--- config.mk ---
export PLATFORM = sky130hd
export DESIGN_NAME = sps_mul
export DESIGN_NICKNAME = d
export VERILOG_FILES = /design/src/sps_pkg.sv /design/src/sps_mul.sv
export SDC_FILE = /design/constraint.sdc
export NUM_CORES = 2
export LEC_CHECK = 0
export ABC_CLOCK_PERIOD_IN_PS = 22900
export BUFFER_PORTS_ARGS = -buffer_cell sky130_fd_sc_hd__clkbuf_2
export CORE_MARGIN = 5
export CORE_UTILIZATION = 55
export DETAILED_ROUTE_END_ITERATION = 16
export PLACE_DENSITY = 0.72
export SLEW_MARGIN = 20
export SYNTH_ARGS = -nofsm -noshare
export SYNTH_HDL_FRONTEND = slang
export SYNTH_SLANG_ARGS = --single-unit
--- constraint.sdc ---
create_clock -name clk_i -period 22.9 [get_ports clk_i]
set_input_delay 2.29 -clock clk_i [delete_from_list [all_inputs] [get_ports clk_i]]
set_output_delay 2.29 -clock clk_i [all_outputs]
set_load 0.005 [all_outputs]
--- src/sps_pkg.sv ---
`timescale 1ns / 1ps
// ----------------------------------------------------------------------------
// Stroke simplifier package
// Item types, edit codes, threshold constants and shared widths.
// ----------------------------------------------------------------------------
package sps_pkg;

  // Default depth of the raw point buffer of the current segment.
  localparam int MAX_POINTS_DEF = 256;

  // Q0.16 threshold factors, rounded to nearest.
  localparam logic [11:0] CLOSE_Q = 12'd3277;  // 0.05
  localparam logic [11:0] SHORT_Q = 12'd492;   // 0.0075
  localparam logic [11:0] DEV_Q   = 12'd164;   // 0.0025

  // Operand and product widths of the shared multiplier.
  localparam int MUL_A_W = 27;
  localparam int MUL_B_W = 35;
  localparam int MUL_P_W = MUL_A_W + MUL_B_W;

  // Input commands.
  localparam logic CMD_PEN_DOWN = 1'b0;
  localparam logic CMD_PEN_MOVE = 1'b1;

  // Configuration register indexes.
  localparam logic REG_CANVAS_WIDTH  = 1'b0;
  localparam logic REG_CANVAS_HEIGHT = 1'b1;

  typedef enum logic [1:0] {
    EDIT_START   = 2'd0,
    EDIT_APPEND  = 2'd1,
    EDIT_REPLACE = 2'd2
  } edit_op_e;

  typedef struct packed {
    logic               command;
    logic signed [15:0] x_coord;
    logic signed [15:0] y_coord;
  } sps_in_t;

  typedef struct packed {
    edit_op_e           edit_op;
    logic signed [15:0] vertex_x;
    logic signed [15:0] vertex_y;
    logic               last_edit;
  } sps_out_t;

endpackage

--- src/sps_mul.sv ---
`timescale 1ns / 1ps
// ----------------------------------------------------------------------------
// Shared multiplier
// Signed multiply with the product registered, one product per cycle.
// ----------------------------------------------------------------------------
module sps_mul import sps_pkg::*; (
  input  logic                      clk_i,
  input  logic signed [MUL_A_W-1:0] a_i,
  input  logic signed [MUL_B_W-1:0] b_i,
  output logic signed [MUL_P_W-1:0] p_o
);

  logic signed [MUL_P_W-1:0] p_q;

  always_ff @(posedge clk_i) begin
    p_q <= a_i * b_i;
  end

  assign p_o = p_q;

endmodule

==> impl_metrics.prom <==
# TYPE chip_impl_metric gauge
chip_impl_metric{name="cts_clk_pin_slew_worst_paths",unit="ps"} 70
chip_impl_metric{name="average_via_count_per_standard_cell",unit=""} 5.29
chip_impl_metric{name="worst_hold_path_stage_count",unit=""} 2
chip_impl_metric{name="mappedNetlistNets",unit=""} 4937
chip_impl_metric{name="cts.repair.resized",unit=""} 0
chip_impl_metric{name="die_area",unit="mm2"} 0.0675
chip_impl_metric{name="yosys.cell_types.count",unit=""} 57
chip_impl_metric{name="final-seq-area",unit="mm2"} 0.00124
chip_impl_metric{name="final_nets",unit=""} 4906
chip_impl_metric{name="cts-root-to-sink-buffers",unit=""} 2
chip_impl_metric{name="hpwlAfterDp",unit="um"} 67200
chip_impl_info{name="crit_chain",value="clkbuf_2 > nand2_1 > fa_1 > fa_1 > inv_1 > fa_1 > fa_1 > fa_1 > fa_1 > inv_1 > fa_1 > inv_1 > ha_1 > a21oi_1 > and2_1 > a311oi_1 > a41oi_2 > o211ai_2 > a22oi_2 > nand2_1 > a31oi_1 > xnor2_1"} 1
chip_impl_metric{name="share_of_flip_flops_with_an_asynchronous_set_or_reset_after_synthesis",unit=""} 0
chip_impl_info{name="final_cell_mix",value="1041 x inv_1, 961 x fa_1, 524 x nand2_1, 420 x and2_1, 174 x ha_1"} 1
chip_impl_metric{name="max_cap_viol_count",unit=""} 0
chip_impl_metric{name="buffer_ports.inserted",unit=""} 124
chip_impl_metric{name="postSynthAreaPerCell",unit="um2"} 9.18
chip_impl_metric{name="postLayoutCellArea",unit="mm2"} 0.0357
chip_impl_metric{name="report.final.slew_viol_count",unit=""} 0
chip_impl_metric{name="timing.critical_path.required",unit="ps"} 23170
chip_impl_info{name="critPathMostFrequentCell",value="fa_1"} 1
chip_impl_info{name="rsz_0062_raised_after_global_routing",value="false"} 1
chip_impl_info{name="slowest_cp_cell",value="clkbuf_2"} 1
chip_impl_metric{name="floorplan.die.width",unit="um"} 260
chip_impl_metric{name="drc_errors",unit=""} 0
chip_impl_info{name="ys_dominant_reg_cell",value="dfxtp_1"} 1
chip_impl_metric{name="grt.overflow.total",unit=""} 0
chip_impl_metric{name="drtIter0Drc",unit=""} 1354
chip_impl_metric{name="globalplace.congestion",unit=""} 0.887
chip_impl_metric{name="netlist_instances",unit=""} 3739
chip_impl_info{name="status",value="finished clean"} 1
chip_impl_metric{name="synth_warnings",unit=""} 0
chip_impl_metric{name="number_of_placement_rows",unit=""} 91
chip_impl_metric{name="synth_area",unit="mm2"} 0.0343
chip_impl_metric{name="worstMarginPinSlew",unit="ps"} 1080
chip_impl_metric{name="drive_gt1_frac",unit=""} 0.0455
chip_impl_info{name="cts_root_buffer",value="clkbuf_16"} 1
chip_impl_metric{name="hold_violations",unit=""} 0
chip_impl_info{name="layout.cells.most_common",value="inv_1"} 1
chip_impl_metric{name="ioPinCount",unit=""} 125
chip_impl_metric{name="1st_pass_router_iterations",unit=""} 5
chip_impl_metric{name="cp.depth",unit=""} 22
chip_impl_metric{name="final-setup-viol-count",unit=""} 0
chip_impl_metric{name="ys_ff_latch",unit=""} 62
chip_impl_info{name="min_path_type",value="in -> reg"} 1
chip_impl_metric{name="placeableCoreArea",unit="mm2"} 0.0617
chip_impl_metric{name="initial_core_util",unit=""} 0.556
chip_impl_metric{name="die_h",unit="um"} 260
chip_impl_info{name="timing.critical_path.max_delay_family",value="adder cells"} 1
chip_impl_metric{name="worst-path-buf-inv",unit=""} 4
chip_impl_metric{name="drtAntennaViolNets",unit=""} 0
chip_impl_metric{name="final.period_utilization",unit=""} 0.420
chip_impl_metric{name="post-cts-setup-buffer-count",unit=""} 0
chip_impl_metric{name="cts_htree_levels",unit=""} 3
chip_impl_metric{name="yosysSeqAreaShare",unit=""} 0.0362
chip_impl_metric{name="post-route-min-period",unit="ps"} 9610
chip_impl_info{name="crit_path_class",value="in -> reg"} 1
chip_impl_metric{name="critPathArrivalTime",unit="ps"} 9890
chip_impl_info{name="cts_tree",value="done"} 1
chip_impl_metric{name="maxSlewHeadroom",unit=""} 0.281
chip_impl_info{name="crit_path_start_kind",value="input pin"} 1
chip_impl_metric{name="worst-path-max-fanout",unit=""} 35
chip_impl_metric{name="flow.area_growth_from_synthesis",unit="%"} 4.05
chip_impl_metric{name="cts.hold.buffers_added",unit=""} 0
chip_impl_metric{name="track_usage",unit=""} 0.270
chip_impl_metric{name="largest_register_ffs",unit=""} 62
chip_impl_metric{name="cts_buffers",unit=""} 9
chip_impl_metric{name="setup-tns-final",unit="ps"} 0
chip_impl_metric{name="route.detailed.wl_per_inst",unit="um"} 18.6
chip_impl_metric{name="synth_edf_count",unit=""} 0
chip_impl_metric{name="grt_pass1_vias",unit=""} 26800
chip_impl_metric{name="area_taken_by_multi_input_logic_gates",unit="mm2"} 0.0285
chip_impl_metric{name="grt_pass1_wl",unit="um"} 144000
chip_impl_metric{name="clock-sinks",unit=""} 62
chip_impl_metric{name="fillCellCount",unit=""} 5473
chip_impl_metric{name="slowest_delay",unit="ps"} 770
chip_impl_metric{name="dr_total_vias",unit=""} 24100
chip_impl_metric{name="max_freq",unit="MHz"} 104
chip_impl_metric{name="routed_wl",unit="um"} 84800
chip_impl_metric{name="grt_max_degree",unit=""} 36
chip_impl_metric{name="dpl-instance-area",unit="mm2"} 0.0354
chip_impl_info{name="crit_end_element",value="register"} 1
chip_impl_metric{name="antenna_found_initial",unit=""} 2
==> cell type report <==
class / count / share of cell area
diodes: 1 / 0.0000701
clock buffers: 10 / 0.00669
clock inverters: 6 / 0.00130
inverters: 1042 / 0.110
multi-input cells: 2454 / 0.798
flip-flops and latches: 62 / 0.0348
well taps: 837 / 0.0293
repair buffers: 139 / 0.0205
==> stage by stage <==
step	utilization	hold WS, ps	setup WS, ps	std cells
2_1_floorplan	-	2420	13920	3739
3_3_place_gp	0.574	2660	12980	4534
3_5_place_dp	0.574	2660	12940	4534
4_1_cts	0.579	2640	13330	4550
5_1_grt	0.579	2690	12870	4550
6_report	0.579	2650	13290	4551
==> logic make-up after synthesis <==
group                    share of synthesized area
AO/OA/AOI/OAI                               0.0369
flip-flops                                  0.0362
adder cells (fa/ha/maj)                      0.624
XOR/XNOR                                    0.0161
AND/OR/NAND/NOR                              0.153
buffers and inverters                        0.134
==> path summary, 6_finish.rpt <==
kind              slack (ps)      end  startpoint
setup / recovery       13290  p_o[52]     a_i[14]
hold / removal          2650   p_o[0]      a_i[0]
==> synth_stat cells, types with 5 or more instances <==
cell type | count | area, um2
a21o_1 | 37 | 278
a21oi_1 | 56 | 280
a311oi_1 | 5 | 43.8
a31oi_1 | 8 | 50.1
and2_1 | 420 | 2630
and3_1 | 10 | 62.6
clkbuf_1 | 180 | 676
dfxtp_1 | 62 | 1240
fa_1 | 961 | 19200
ha_1 | 174 | 2180
inv_1 | 1042 | 3910
nand2_1 | 524 | 1970
nand2b_1 | 18 | 113
nand3_1 | 9 | 45.0
nand4_1 | 7 | 43.8
nor2_1 | 50 | 188
nor2b_1 | 9 | 56.3
nor3_1 | 6 | 30.0
o21a_1 | 8 | 60.1
o21ai_0 | 26 | 130
o21bai_1 | 9 | 67.6
xnor2_1 | 50 | 438
xor2_1 | 13 | 114
==> metal layers <==
| metal | track usage | share of wire | up-vias |
|---|---|---|---|
| li1 | - | - | 10500 |
| met1 | 0.363 | 0.39 | 12500 |
| met2 | 0.458 | 0.50 | 910 |
| met3 | 0.0411 | 0.080 | 174 |
| met4 | 0.0819 | 0.033 | 4 |
| met5 | 0 | 0.00025 | - |
Power is left out: the tool's default activity adds up to more than one toggle a clock period on the data nets, which glitch-free logic cannot reach.
